<file path="src/rtl/btr_pkg.sv">
// ----------------------------------------------------------------------------
// btr_pkg
// shared types, constants and the 5x7 glyph table of the text renderer
// ----------------------------------------------------------------------------
package btr_pkg;

  localparam int SCREEN_WIDTH_DEF  = 320;
  localparam int SCREEN_HEIGHT_DEF = 240;
  localparam int QUEUE_DEPTH_DEF   = 2;

  localparam int GLYPH_W   = 5;
  localparam int GLYPH_H   = 7;
  localparam int ADVANCE   = 6;
  localparam int LINE_STEP = 8;

  localparam logic [7:0] CHAR_NL          = 8'd10;
  localparam logic [7:0] CHAR_CR          = 8'd13;
  localparam logic [7:0] CHAR_FIRST       = 8'd32;
  localparam logic [7:0] CHAR_LAST        = 8'd126;
  localparam logic [7:0] CHAR_LOWER_FIRST = 8'd97;
  localparam logic [7:0] CHAR_BLANK_FIRST = 8'd123;
  localparam logic [7:0] LOWER_TO_INDEX   = 8'd64;

  typedef enum logic [0:0] {
    CFG_FOREGROUND = 1'b0,
    CFG_BACKGROUND = 1'b1
  } cfg_idx_e;

  typedef struct packed {
    logic [7:0] char_code;
    logic       new_string;
    logic [8:0] start_x;
    logic [7:0] start_y;
  } char_in_t;

  typedef struct packed {
    logic [8:0]  pixel_x;
    logic [7:0]  pixel_y;
    logic [15:0] pixel_color;
    logic        last_pixel;
  } pixel_out_t;

  typedef logic [0:GLYPH_H-1][GLYPH_W-1:0] glyph_t;

  // one drawable character handed from the front end to the scanner
  typedef struct packed {
    glyph_t                 glyph;
    logic [8:0]             base_x;
    logic [7:0]             base_y;
    logic [GLYPH_W-1:0]     col_mask;
    logic [GLYPH_H-1:0]     row_mask;
    logic [2:0]             last_col;
    logic [2:0]             last_row;
  } job_t;

  function automatic glyph_t glyph_lookup(input logic [6:0] idx);
    glyph_t g;
    case (idx)
      7'd0:  g = {5'h00, 5'h00, 5'h00, 5'h00, 5'h00, 5'h00, 5'h00};
      7'd1:  g = {5'h00, 5'h04, 5'h04, 5'h04, 5'h04, 5'h00, 5'h04};
      7'd2:  g = {5'h00, 5'h0A, 5'h0A, 5'h0A, 5'h00, 5'h00, 5'h00};
      7'd3:  g = {5'h00, 5'h0A, 5'h1F, 5'h0A, 5'h1F, 5'h0A, 5'h00};
      7'd4:  g = {5'h04, 5'h0E, 5'h14, 5'h0E, 5'h05, 5'h0E, 5'h04};
      7'd5:  g = {5'h18, 5'h19, 5'h02, 5'h04, 5'h08, 5'h13, 5'h03};
      7'd6:  g = {5'h0C, 5'h12, 5'h12, 5'h0C, 5'h12, 5'h12, 5'h0D};
      7'd7:  g = {5'h00, 5'h04, 5'h04, 5'h04, 5'h00, 5'h00, 5'h00};
      7'd8:  g = {5'h02, 5'h04, 5'h08, 5'h08, 5'h08, 5'h04, 5'h02};
      7'd9:  g = {5'h08, 5'h04, 5'h02, 5'h02, 5'h02, 5'h04, 5'h08};
      7'd10: g = {5'h04, 5'h15, 5'h0E, 5'h04, 5'h0E, 5'h15, 5'h04};
      7'd11: g = {5'h00, 5'h04, 5'h04, 5'h1F, 5'h04, 5'h04, 5'h00};
      7'd12: g = {5'h00, 5'h00, 5'h00, 5'h00, 5'h00, 5'h04, 5'h08};
      7'd13: g = {5'h00, 5'h00, 5'h00, 5'h0E, 5'h00, 5'h00, 5'h00};
      7'd14: g = {5'h00, 5'h00, 5'h00, 5'h00, 5'h00, 5'h00, 5'h04};
      7'd15: g = {5'h00, 5'h01, 5'h02, 5'h04, 5'h08, 5'h10, 5'h00};
      7'd16: g = {5'h0E, 5'h11, 5'h13, 5'h15, 5'h19, 5'h11, 5'h0E};
      7'd17: g = {5'h04, 5'h0C, 5'h04, 5'h04, 5'h04, 5'h04, 5'h0E};
      7'd18: g = {5'h0E, 5'h11, 5'h01, 5'h02, 5'h04, 5'h08, 5'h1F};
      7'd19: g = {5'h1F, 5'h02, 5'h04, 5'h02, 5'h01, 5'h11, 5'h0E};
      7'd20: g = {5'h02, 5'h06, 5'h0A, 5'h12, 5'h1F, 5'h02, 5'h02};
      7'd21: g = {5'h1F, 5'h10, 5'h1E, 5'h01, 5'h01, 5'h11, 5'h0E};
      7'd22: g = {5'h0E, 5'h11, 5'h10, 5'h1E, 5'h11, 5'h11, 5'h0E};
      7'd23: g = {5'h1F, 5'h01, 5'h02, 5'h04, 5'h08, 5'h10, 5'h10};
      7'd24: g = {5'h0E, 5'h11, 5'h11, 5'h0E, 5'h11, 5'h11, 5'h0E};
      7'd25: g = {5'h0E, 5'h11, 5'h11, 5'h0F, 5'h01, 5'h11, 5'h0E};
      7'd26: g = {5'h00, 5'h04, 5'h00, 5'h00, 5'h00, 5'h04, 5'h00};
      7'd27: g = {5'h00, 5'h04, 5'h00, 5'h00, 5'h00, 5'h04, 5'h08};
      7'd28: g = {5'h02, 5'h04, 5'h08, 5'h10, 5'h08, 5'h04, 5'h02};
      7'd29: g = {5'h00, 5'h00, 5'h1F, 5'h00, 5'h1F, 5'h00, 5'h00};
      7'd30: g = {5'h08, 5'h04, 5'h02, 5'h01, 5'h02, 5'h04, 5'h08};
      7'd31: g = {5'h0E, 5'h11, 5'h01, 5'h02, 5'h04, 5'h00, 5'h04};
      7'd32: g = {5'h0E, 5'h11, 5'h17, 5'h15, 5'h17, 5'h10, 5'h0E};
      7'd33: g = {5'h0E, 5'h11, 5'h11, 5'h1F, 5'h11, 5'h11, 5'h11};
      7'd34: g = {5'h1E, 5'h11, 5'h11, 5'h1E, 5'h11, 5'h11, 5'h1E};
      7'd35: g = {5'h0E, 5'h11, 5'h10, 5'h10, 5'h10, 5'h11, 5'h0E};
      7'd36: g = {5'h1E, 5'h11, 5'h11, 5'h11, 5'h11, 5'h11, 5'h1E};
      7'd37: g = {5'h1F, 5'h10, 5'h10, 5'h1E, 5'h10, 5'h10, 5'h1F};
      7'd38: g = {5'h1F, 5'h10, 5'h10, 5'h1E, 5'h10, 5'h10, 5'h10};
      7'd39: g = {5'h0E, 5'h11, 5'h10, 5'h17, 5'h11, 5'h11, 5'h0F};
      7'd40: g = {5'h11, 5'h11, 5'h11, 5'h1F, 5'h11, 5'h11, 5'h11};
      7'd41: g = {5'h0E, 5'h04, 5'h04, 5'h04, 5'h04, 5'h04, 5'h0E};
      7'd42: g = {5'h01, 5'h01, 5'h01, 5'h01, 5'h01, 5'h11, 5'h0E};
      7'd43: g = {5'h11, 5'h12, 5'h14, 5'h18, 5'h14, 5'h12, 5'h11};
      7'd44: g = {5'h10, 5'h10, 5'h10, 5'h10, 5'h10, 5'h10, 5'h1F};
      7'd45: g = {5'h11, 5'h1B, 5'h15, 5'h15, 5'h11, 5'h11, 5'h11};
      7'd46: g = {5'h11, 5'h19, 5'h15, 5'h13, 5'h11, 5'h11, 5'h11};
      7'd47: g = {5'h0E, 5'h11, 5'h11, 5'h11, 5'h11, 5'h11, 5'h0E};
      7'd48: g = {5'h1E, 5'h11, 5'h11, 5'h1E, 5'h10, 5'h10, 5'h10};
      7'd49: g = {5'h0E, 5'h11, 5'h11, 5'h11, 5'h15, 5'h12, 5'h0D};
      7'd50: g = {5'h1E, 5'h11, 5'h11, 5'h1E, 5'h14, 5'h12, 5'h11};
      7'd51: g = {5'h0F, 5'h10, 5'h10, 5'h0E, 5'h01, 5'h01, 5'h1E};
      7'd52: g = {5'h1F, 5'h04, 5'h04, 5'h04, 5'h04, 5'h04, 5'h04};
      7'd53: g = {5'h11, 5'h11, 5'h11, 5'h11, 5'h11, 5'h11, 5'h0E};
      7'd54: g = {5'h11, 5'h11, 5'h11, 5'h11, 5'h11, 5'h0A, 5'h04};
      7'd55: g = {5'h11, 5'h11, 5'h11, 5'h15, 5'h15, 5'h1B, 5'h11};
      7'd56: g = {5'h11, 5'h11, 5'h0A, 5'h04, 5'h0A, 5'h11, 5'h11};
      7'd57: g = {5'h11, 5'h11, 5'h0A, 5'h04, 5'h04, 5'h04, 5'h04};
      7'd58: g = {5'h1F, 5'h01, 5'h02, 5'h04, 5'h08, 5'h10, 5'h1F};
      7'd59: g = {5'h0E, 5'h08, 5'h08, 5'h08, 5'h08, 5'h08, 5'h0E};
      7'd60: g = {5'h10, 5'h10, 5'h08, 5'h04, 5'h02, 5'h01, 5'h01};
      7'd61: g = {5'h0E, 5'h02, 5'h02, 5'h02, 5'h02, 5'h02, 5'h0E};
      7'd62: g = {5'h04, 5'h0A, 5'h11, 5'h00, 5'h00, 5'h00, 5'h00};
      7'd63: g = {5'h00, 5'h00, 5'h00, 5'h00, 5'h00, 5'h00, 5'h1F};
      7'd64: g = {5'h08, 5'h04, 5'h02, 5'h00, 5'h00, 5'h00, 5'h00};
      default: g = '0;
    endcase
    return g;
  endfunction

endpackage

</file>
<file path="src/rtl/btr_front.sv">
// ----------------------------------------------------------------------------
// btr_front
// takes character transfers, keeps the cursor, clips and queues drawable cells
// ----------------------------------------------------------------------------
module btr_front #(
  parameter int SCREEN_WIDTH  = btr_pkg::SCREEN_WIDTH_DEF,
  parameter int SCREEN_HEIGHT = btr_pkg::SCREEN_HEIGHT_DEF
) (
  input  logic              clk_i,
  input  logic              rst_ni,
  input  logic              in_valid_i,
  output logic              in_stall_o,
  input  btr_pkg::char_in_t in_data_i,
  input  logic              q_full_i,
  output logic              q_push_o,
  output btr_pkg::job_t     q_data_o
);

  localparam logic [15:0] WIDTH16  = 16'(SCREEN_WIDTH);
  localparam logic [15:0] HEIGHT16 = 16'(SCREEN_HEIGHT);

  logic [15:0] cursor_x_q, cursor_x_d;
  logic [15:0] cursor_y_q, cursor_y_d;
  logic [8:0]  line_start_q, line_start_d;

  logic                       accept;
  logic [15:0]                eff_x, eff_y, adv_x;
  logic [8:0]                 eff_ls;
  logic                       drawable;
  logic [6:0]                 glyph_idx;
  logic [btr_pkg::GLYPH_W-1:0] col_mask;
  logic [btr_pkg::GLYPH_H-1:0] row_mask;
  logic [2:0]                 last_col, last_row;

  assign in_stall_o = q_full_i;
  assign accept     = in_valid_i && !in_stall_o;

  always_comb begin
    eff_x  = in_data_i.new_string ? {7'd0, in_data_i.start_x} : cursor_x_q;
    eff_y  = in_data_i.new_string ? {8'd0, in_data_i.start_y} : cursor_y_q;
    eff_ls = in_data_i.new_string ? in_data_i.start_x : line_start_q;
    adv_x  = eff_x + 16'(btr_pkg::ADVANCE);
  end

  // cursor update
  always_comb begin
    cursor_x_d   = cursor_x_q;
    cursor_y_d   = cursor_y_q;
    line_start_d = line_start_q;
    if (accept) begin
      line_start_d = eff_ls;
      if (in_data_i.char_code == btr_pkg::CHAR_NL) begin
        cursor_x_d = {7'd0, eff_ls};
        cursor_y_d = eff_y + 16'(btr_pkg::LINE_STEP);
      end else if (in_data_i.char_code == btr_pkg::CHAR_CR) begin
        cursor_x_d = {7'd0, eff_ls};
        cursor_y_d = eff_y;
      end else if (({1'b0, adv_x} + 17'(btr_pkg::GLYPH_W)) >= {1'b0, WIDTH16}) begin
        cursor_x_d = {7'd0, eff_ls};
        cursor_y_d = eff_y + 16'(btr_pkg::LINE_STEP);
      end else begin
        cursor_x_d = adv_x;
        cursor_y_d = eff_y;
      end
    end
  end

  // classification, glyph fetch and clip masks
  always_comb begin
    drawable = (in_data_i.char_code >= btr_pkg::CHAR_FIRST) &&
               (in_data_i.char_code <= btr_pkg::CHAR_LAST);
    if (in_data_i.char_code >= btr_pkg::CHAR_BLANK_FIRST) begin
      glyph_idx = '0;
    end else if (in_data_i.char_code >= btr_pkg::CHAR_LOWER_FIRST) begin
      glyph_idx = 7'(in_data_i.char_code - btr_pkg::LOWER_TO_INDEX);
    end else begin
      glyph_idx = 7'(in_data_i.char_code - btr_pkg::CHAR_FIRST);
    end
    last_col = '0;
    last_row = '0;
    for (int c = 0; c < btr_pkg::GLYPH_W; c++) begin
      col_mask[c] = (eff_x + 16'(c)) < WIDTH16;
      if (col_mask[c]) last_col = 3'(c);
    end
    for (int r = 0; r < btr_pkg::GLYPH_H; r++) begin
      row_mask[r] = (eff_y + 16'(r)) < HEIGHT16;
      if (row_mask[r]) last_row = 3'(r);
    end
  end

  assign q_push_o = accept && drawable && (|col_mask) && (|row_mask);

  always_comb begin
    q_data_o.glyph    = btr_pkg::glyph_lookup(glyph_idx);
    q_data_o.base_x   = eff_x[8:0];
    q_data_o.base_y   = eff_y[7:0];
    q_data_o.col_mask = col_mask;
    q_data_o.row_mask = row_mask;
    q_data_o.last_col = last_col;
    q_data_o.last_row = last_row;
  end

  always_ff @(posedge clk_i or negedge rst_ni) begin
    if (!rst_ni) begin
      cursor_x_q   <= '0;
      cursor_y_q   <= '0;
      line_start_q <= '0;
    end else begin
      cursor_x_q   <= cursor_x_d;
      cursor_y_q   <= cursor_y_d;
      line_start_q <= line_start_d;
    end
  end

endmodule

</file>
<file path="src/rtl/btr_queue.sv">
// ----------------------------------------------------------------------------
// btr_queue
// short first-in first-out buffer of drawable cells between front and scanner
// ----------------------------------------------------------------------------
module btr_queue #(
  parameter int DEPTH = btr_pkg::QUEUE_DEPTH_DEF
) (
  input  logic          clk_i,
  input  logic          rst_ni,
  input  logic          push_i,
  input  btr_pkg::job_t data_i,
  output logic          full_o,
  output logic          valid_o,
  input  logic          pop_i,
  output btr_pkg::job_t data_o
);

  localparam int PTR_W = (DEPTH > 1) ? $clog2(DEPTH) : 1;
  localparam int CNT_W = $clog2(DEPTH + 1);

  btr_pkg::job_t    mem_q [DEPTH];
  logic [PTR_W-1:0] wr_ptr_q, wr_ptr_d;
  logic [PTR_W-1:0] rd_ptr_q, rd_ptr_d;
  logic [CNT_W-1:0] count_q, count_d;
  logic             do_push, do_pop;

  assign full_o  = count_q == CNT_W'(DEPTH);
  assign valid_o = count_q != '0;
  assign data_o  = mem_q[rd_ptr_q];
  assign do_push = push_i && !full_o;
  assign do_pop  = pop_i && valid_o;

  always_comb begin
    wr_ptr_d = wr_ptr_q;
    rd_ptr_d = rd_ptr_q;
    count_d  = count_q;
    if (do_push) begin
      wr_ptr_d = (wr_ptr_q == PTR_W'(DEPTH - 1)) ? '0 : wr_ptr_q + 1'b1;
    end
    if (do_pop) begin
      rd_ptr_d = (rd_ptr_q == PTR_W'(DEPTH - 1)) ? '0 : rd_ptr_q + 1'b1;
    end
    if (do_push && !do_pop) begin
      count_d = count_q + 1'b1;
    end else if (do_pop && !do_push) begin
      count_d = count_q - 1'b1;
    end
  end

  always_ff @(posedge clk_i) begin
    if (do_push) begin
      mem_q[wr_ptr_q] <= data_i;
    end
  end

  always_ff @(posedge clk_i or negedge rst_ni) begin
    if (!rst_ni) begin
      wr_ptr_q <= '0;
      rd_ptr_q <= '0;
      count_q  <= '0;
    end else begin
      wr_ptr_q <= wr_ptr_d;
      rd_ptr_q <= rd_ptr_d;
      count_q  <= count_d;
    end
  end

endmodule

</file>
<file path="src/rtl/btr_scan.sv">
// ----------------------------------------------------------------------------
// btr_scan
// walks each 5x7 cell row by row and sends the unclipped pixels out
// ----------------------------------------------------------------------------
module btr_scan (
  input  logic                clk_i,
  input  logic                rst_ni,
  input  logic                q_valid_i,
  input  btr_pkg::job_t       q_data_i,
  output logic                q_pop_o,
  input  logic [15:0]         fg_color_i,
  input  logic [15:0]         bg_color_i,
  output logic                out_valid_o,
  input  logic                out_stall_i,
  output btr_pkg::pixel_out_t out_data_o
);

  localparam logic [2:0] COL_END = 3'(btr_pkg::GLYPH_W - 1);
  localparam logic [2:0] ROW_END = 3'(btr_pkg::GLYPH_H - 1);

  btr_pkg::job_t       job_q, job_d;
  logic                busy_q, busy_d;
  logic [2:0]          row_q, row_d;
  logic [2:0]          col_q, col_d;
  btr_pkg::pixel_out_t out_q, out_d;
  logic                out_valid_q, out_valid_d;

  logic       out_free, advance, at_end, pix_ok, glyph_bit;
  logic [2:0] bit_idx;

  assign out_free  = !out_valid_q || !out_stall_i;
  assign advance   = busy_q && out_free;
  assign at_end    = (row_q == ROW_END) && (col_q == COL_END);
  assign pix_ok    = job_q.col_mask[col_q] && job_q.row_mask[row_q];
  assign bit_idx   = COL_END - col_q;
  assign glyph_bit = job_q.glyph[row_q][bit_idx];
  assign q_pop_o   = q_valid_i && (!busy_q || (advance && at_end));

  // cell position
  always_comb begin
    job_d  = job_q;
    busy_d = busy_q;
    row_d  = row_q;
    col_d  = col_q;
    if (q_pop_o) begin
      job_d  = q_data_i;
      busy_d = 1'b1;
      row_d  = '0;
      col_d  = '0;
    end else if (advance && at_end) begin
      busy_d = 1'b0;
    end else if (advance) begin
      if (col_q == COL_END) begin
        col_d = '0;
        row_d = row_q + 1'b1;
      end else begin
        col_d = col_q + 1'b1;
      end
    end
  end

  // output register
  always_comb begin
    out_d       = out_q;
    out_valid_d = out_valid_q && out_stall_i;
    if (advance && pix_ok) begin
      out_valid_d       = 1'b1;
      out_d.pixel_x     = job_q.base_x + 9'(col_q);
      out_d.pixel_y     = job_q.base_y + 8'(row_q);
      out_d.pixel_color = glyph_bit ? fg_color_i : bg_color_i;
      out_d.last_pixel  = (row_q == job_q.last_row) && (col_q == job_q.last_col);
    end
  end

  assign out_valid_o = out_valid_q;
  assign out_data_o  = out_q;

  always_ff @(posedge clk_i) begin
    job_q <= job_d;
    out_q <= out_d;
  end

  always_ff @(posedge clk_i or negedge rst_ni) begin
    if (!rst_ni) begin
      busy_q      <= 1'b0;
      row_q       <= '0;
      col_q       <= '0;
      out_valid_q <= 1'b0;
    end else begin
      busy_q      <= busy_d;
      row_q       <= row_d;
      col_q       <= col_d;
      out_valid_q <= out_valid_d;
    end
  end

`ifndef ASSERT_OFF
  a_pos_range: assert property (@(posedge clk_i) disable iff (!rst_ni)
    busy_q |-> (row_q <= ROW_END) && (col_q <= COL_END))
    else $error("scan position outside the cell");

  a_idle_drop: assert property (@(posedge clk_i) disable iff (!rst_ni)
    (advance && at_end && !q_valid_i) |=> !busy_q)
    else $error("scanner still busy after its last position");

  a_pop_start: assert property (@(posedge clk_i) disable iff (!rst_ni)
    q_pop_o |=> busy_q && (row_q == '0) && (col_q == '0))
    else $error("new cell did not start at its first position");

  a_stall_hold: assert property (@(posedge clk_i) disable iff (!rst_ni)
    (busy_q && out_valid_q && out_stall_i) |=> $stable(row_q) && $stable(col_q))
    else $error("scan moved while output stalled");
`endif

endmodule

</file>
<file path="src/rtl/bitmap_text_renderer.sv">
// ----------------------------------------------------------------------------
// bitmap_text_renderer
// 5x7 character generator: one character in, up to 35 coloured pixels out
// ----------------------------------------------------------------------------
// Each character transfer taken by the front end updates the cursor (newline,
// carriage return, advance and right-edge wrap), clips the cell against the
// screen and queues drawable characters. The scanner then walks every cell
// position of each queued character, one cell position per cycle unless the
// output stalls, whether or not that position is on screen. Control codes,
// non-printable codes and fully clipped characters never reach the scanner.
// Up to QUEUE_DEPTH characters (two by default) can wait in the queue while a
// cell is scanned, so new characters can be taken before the last is drawn.
// Colours are set through the configuration port, which is always ready; no
// clearing pass after reset.
module bitmap_text_renderer #(
  parameter int SCREEN_WIDTH  = btr_pkg::SCREEN_WIDTH_DEF,
  parameter int SCREEN_HEIGHT = btr_pkg::SCREEN_HEIGHT_DEF,
  parameter int QUEUE_DEPTH   = btr_pkg::QUEUE_DEPTH_DEF
) (
  input  logic                clk_i,
  input  logic                rst_ni,
  input  logic                in_valid_i,
  output logic                in_stall_o,
  input  btr_pkg::char_in_t   in_data_i,
  output logic                out_valid_o,
  input  logic                out_stall_i,
  output btr_pkg::pixel_out_t out_data_o,
  input  logic                cfg_valid_i,
  output logic                cfg_ready_o,
  input  btr_pkg::cfg_idx_e   cfg_index_i,
  input  logic [15:0]         cfg_data_i
);

  logic [15:0]   fg_q, bg_q;
  logic          q_full, q_push, q_valid, q_pop;
  btr_pkg::job_t q_wr_data, q_rd_data;

  assign cfg_ready_o = 1'b1;

  always_ff @(posedge clk_i or negedge rst_ni) begin
    if (!rst_ni) begin
      fg_q <= 16'hFFFF;
      bg_q <= 16'h0000;
    end else if (cfg_valid_i && cfg_ready_o) begin
      case (cfg_index_i)
        btr_pkg::CFG_FOREGROUND: fg_q <= cfg_data_i;
        btr_pkg::CFG_BACKGROUND: bg_q <= cfg_data_i;
        default: ;
      endcase
    end
  end

  btr_front #(
    .SCREEN_WIDTH  (SCREEN_WIDTH),
    .SCREEN_HEIGHT (SCREEN_HEIGHT)
  ) u_front (
    .clk_i      (clk_i),
    .rst_ni     (rst_ni),
    .in_valid_i (in_valid_i),
    .in_stall_o (in_stall_o),
    .in_data_i  (in_data_i),
    .q_full_i   (q_full),
    .q_push_o   (q_push),
    .q_data_o   (q_wr_data)
  );

  btr_queue #(
    .DEPTH (QUEUE_DEPTH)
  ) u_queue (
    .clk_i   (clk_i),
    .rst_ni  (rst_ni),
    .push_i  (q_push),
    .data_i  (q_wr_data),
    .full_o  (q_full),
    .valid_o (q_valid),
    .pop_i   (q_pop),
    .data_o  (q_rd_data)
  );

  btr_scan u_scan (
    .clk_i       (clk_i),
    .rst_ni      (rst_ni),
    .q_valid_i   (q_valid),
    .q_data_i    (q_rd_data),
    .q_pop_o     (q_pop),
    .fg_color_i  (fg_q),
    .bg_color_i  (bg_q),
    .out_valid_o (out_valid_o),
    .out_stall_i (out_stall_i),
    .out_data_o  (out_data_o)
  );

endmodule
</file>
<file path="config.mk">
export PLATFORM = sky130hd
export DESIGN_NAME = bitmap_text_renderer
export DESIGN_NICKNAME = d
export VERILOG_FILES = /design/src/rtl/btr_pkg.sv /design/src/rtl/btr_front.sv /design/src/rtl/btr_queue.sv /design/src/rtl/btr_scan.sv /design/src/rtl/bitmap_text_renderer.sv
export SDC_FILE = /design/constraint.sdc
export NUM_CORES = 1
export LEC_CHECK = 0
export BUFFER_PORTS_ARGS = -buffer_cell sky130_fd_sc_hd__buf_2
export CAP_MARGIN = 20
export CORE_UTILIZATION = 54
export CTS_BUF_LIST = sky130_fd_sc_hd__clkbuf_8
export DETAILED_ROUTE_END_ITERATION = 8
export PLACE_DENSITY_LB_ADDON = 0.1
export SETUP_SLACK_MARGIN = 0.3
export SLEW_MARGIN = 20
export SYNTH_ARGS = -nofsm -noshare
export SYNTH_HDL_FRONTEND = slang
export SYNTH_HIERARCHICAL = 1
export SYNTH_MEMORY_MAX_BITS = 65536
export SYNTH_SLANG_ARGS = --single-unit
</file>
<file path="constraint.sdc">
create_clock -name clk_i -period 10 [get_ports clk_i]
set_input_delay 0.5 -clock clk_i [delete_from_list [all_inputs] [get_ports clk_i]]
set_output_delay 0.5 -clock clk_i [all_outputs]
set_load 0.05 [all_outputs]
</file>
==> reports/metrics.cfg <==
[worst_setup_path]
slowest_stage = nor2b_1
r2r-end = u_queue/mem_q[0][64]
slowest_delay_ps = 830
cp.arrival_ps = 5850
r2r.worst_path.cells = 13
rrSetupSlack_ps = 4410
required_ps = 10260
critPathMaxFanout = 53
worstSetupEndpointType = flip-flop
path_class = flip-flop to flip-flop
crit_top_cell = nand2_1
path_cells = nor2b_1 > nand4_1 > nor3_1 > nor2_1 > a2111oi_0 > nand2_1 > a211o_1 > a211oi_2 > nand2b_1 > o211a_1 > nand2_1 > nor2_4 > buf_4
worstSetupStartpointType = flip-flop
timing.rr.start = u_front/cursor_y_q[11]

[synthesis]
syn-num-nets = 1922
yosysTopAreaCell = edfxtp_1
avgSynthCellArea_sq_um = 10.8
yosysUniqueCellTypes = 107
ys_ff_latch = 329
synthCells = 1843
async_flop_share_pct = 25.8
yosys-top-cells-area = edfxtp_1 (37%), dfrtp_1 (8.7%), mux2_4 (6.9%)
synth_edf_count = 244
synth_commonest_cells = edfxtp_1 (244), nand2_1 (179), nor2_1 (129)
synth_ff_type = edfxtp_1
ys_seq_area_share_pct = 47.8
yosysMostFrequentCell = edfxtp_1
syn_area_sq_mm = 0.0198
yosysTopAreaCellShare_pct = 36.9
ys_warn_count = 6

[global_routing]
grt_pass1_wl_mm = 83.1
grt_max_degree = 78
grtUsageTotal_pct = 28.3
grt.overflow.total = 0
antenna_found_initial = 0
grt_pass1_vias = 14225

[pwr]
leakage_nw = 8.01
vdd_drop_max_mv = 0.150
power.density_mw_per_mm2 = 237
p_total_mw = 5.07

[detailed_routing]
wl_met3_mm = 5.23
ant_nets = 0
wl_per_cell_um = 22.5
dr_total_vias = 15199
drt_wl_total_mm = 53.6
vias_per_cell = 6.37
drt-initial-drc-count = 1829
dr.pass1.iters = 6
top_layer_used = met4
wl_met2_mm = 22.1
drcViolationCount = 0
wl_met1_mm = 25.1

[cts]
cts_tree = yes
cts_root_buffer = clkbuf_8
post_cts_buffers = 0
clock_sinks = 329
cts-buffers-inserted = 55
clockBufferDepth = 3
cts_resized = 0
h-tree-depth = 2
clk_pin_slew_ps = 60
clkLatencyLatePin_ps = 650

[floorplanning]
coreArea_sq_mm = 0.0358
initial_core_util_pct = 55.3
rows = 69
dieWidth_um = 194
fp.dieArea_sq_mm = 0.0375
io_pins = 85
die_height_um = 194

[layout]
nets = 1957
nFillCells = 2967
post_route_cells_drive_above_1_share_pct = 20.7
fin_util_pct = 59.8
syn2layout_area_growth_pct = 8.03

[place]
dp_hpwl_mm = 36.3
pre_cts_slack_ps = 3890
io_buffers = 83
routabilityCongestion = 0.940

[min_path]
hold_end = bg_q[0]
holdCritStartpoint = cfg_data_i[0]
hold_path_depth = 2
hold_class = primary input to flip-flop

[sta]
setup_violations = 0
worst_pin_slew_ps = 1180
slew_headroom_pct = 20.4
fin_worst_skew_ps = 38.9
setup_ws_ps = 4410
setup_tns_ps = 0
min_period_ps = 5590
rsz0062_at_grt = false
whs_ps = 115
finalMaxSlewViolations = 0
clock.fmax_mhz = 179
period_share_pct = 55.9
hold_viol = 0

[flow_run]
cap_violations = 0

[outcome]
outcome = complete, no violations

## sequential cells by signal, indices dropped and copies added (netlist names), 2 cells and up
register and flops:
u_scan/col_q 3, u_scan/row_q 3, u_front/cursor_y_q 16, u_front/cursor_x_q 16, u_front/line_start_q 9, u_scan/out_data_o 34
bg_q 16, u_scan/job_q 70, u_queue/mem_q 140, fg_q 16, u_queue/count_q 2
## kinds of logic after synthesis
kind of cell / Yosys count / synth area share [%]
adder cells (fa/ha/maj): 31 / 2.03
XOR/XNOR: 53 / 2.34
flip-flops: 329 / 47.8
AND/OR/NAND/NOR: 587 / 14.6
buffers and inverters: 183 / 4.80
other: 1 / 0.0189
AO/OA/AOI/OAI: 480 / 16.3
multiplexers: 179 / 12.1
## how the worst max path moves through the flow
stage                                start                   end  slack (ps)  cells past startpoint
floorplan                    in_data_i[17]   u_queue/mem_q[0][0]        2990                     18
global placement             in_data_i[17]   u_queue/mem_q[1][8]        3790                     17
detailed placement           in_data_i[17]  u_queue/mem_q[0][35]        3890                     18
CTS                 u_front/cursor_y_q[11]  u_queue/mem_q[0][54]        4560                     13
global route                 in_data_i[17]  u_queue/mem_q[0][64]        4010                     18
finish              u_front/cursor_y_q[11]  u_queue/mem_q[0][64]        4410                     13
## where the power goes
part	total [mW]	switching, mW	leakage [nW]	internal, mW
clock network	1.17	0.539	0.609	0.636
registers	1.98	0.165	3.23	1.82
logic	1.91	1.17	4.17	0.744
total	5.07	1.87	8.01	3.20
## cells in the final DEF, fill, tap and decap left out, drive strengths merged, types with 16 or more instances in the layout
master	Yosys	layout
edfxtp	244	244
nand2	181	181
mux2	137	137
nor2	130	130
a21oi	124	124
buf	54	114
o21ai	104	104
dfrtp	69	69
nor3	61	61
clkbuf	83	57
inv	42	55
nand3	52	52
xnor2	38	38
o211ai	36	36
mux2i	36	36
clkinv	4	32
ha	29	29
and2	27	27
a31oi	23	23
a211oi	23	23
nand2b	23	23
nor2b	23	23
o22ai	21	21
nand4	18	18
dfstp	16	16
## through the flow
step,cells,cell area [sq um]
2_1_floorplan,1843,19800
3_3_place_gp,2280,20300
3_5_place_dp,2281,20300
4_1_cts,2384,21400
5_1_grt,2384,21400
6_report,2386,21400
## cell type report
cell class	count	area [sq um]	share of cell area, %
inverter	46	173	0.806
tap	461	577	2.69
multi-input combinational	1331	9440	44.0
clock inverter	45	309	1.44
clock buffer	57	785	3.66
timing repair buffer	115	661	3.08
antenna	2	5.00	0.0234
sequential	329	9480	44.2
## metal layers
metal	track usage, %	up-vias
li1	-	6989
met1	43.3	7335
met2	39.2	772
met3	6.54	103
met4	9.16	0
met5	0	-
## critical path: cells and delay by family (launching register included)
kind,cells,cell delay (ps)
and+or+nand+nor,8,2610
AOI/OAI and AO/OA,4,1350
buffers and inverters,1,680
DFF,1,500
## timing repair
item / 4_1_cts / 5_1_grt
hold endpoints to repair: 24 / 0
hold buffers: 1 / 0
setup endpoints to repair: 0 / 0
No activity file was read; power rests on OpenSTA's default activity.
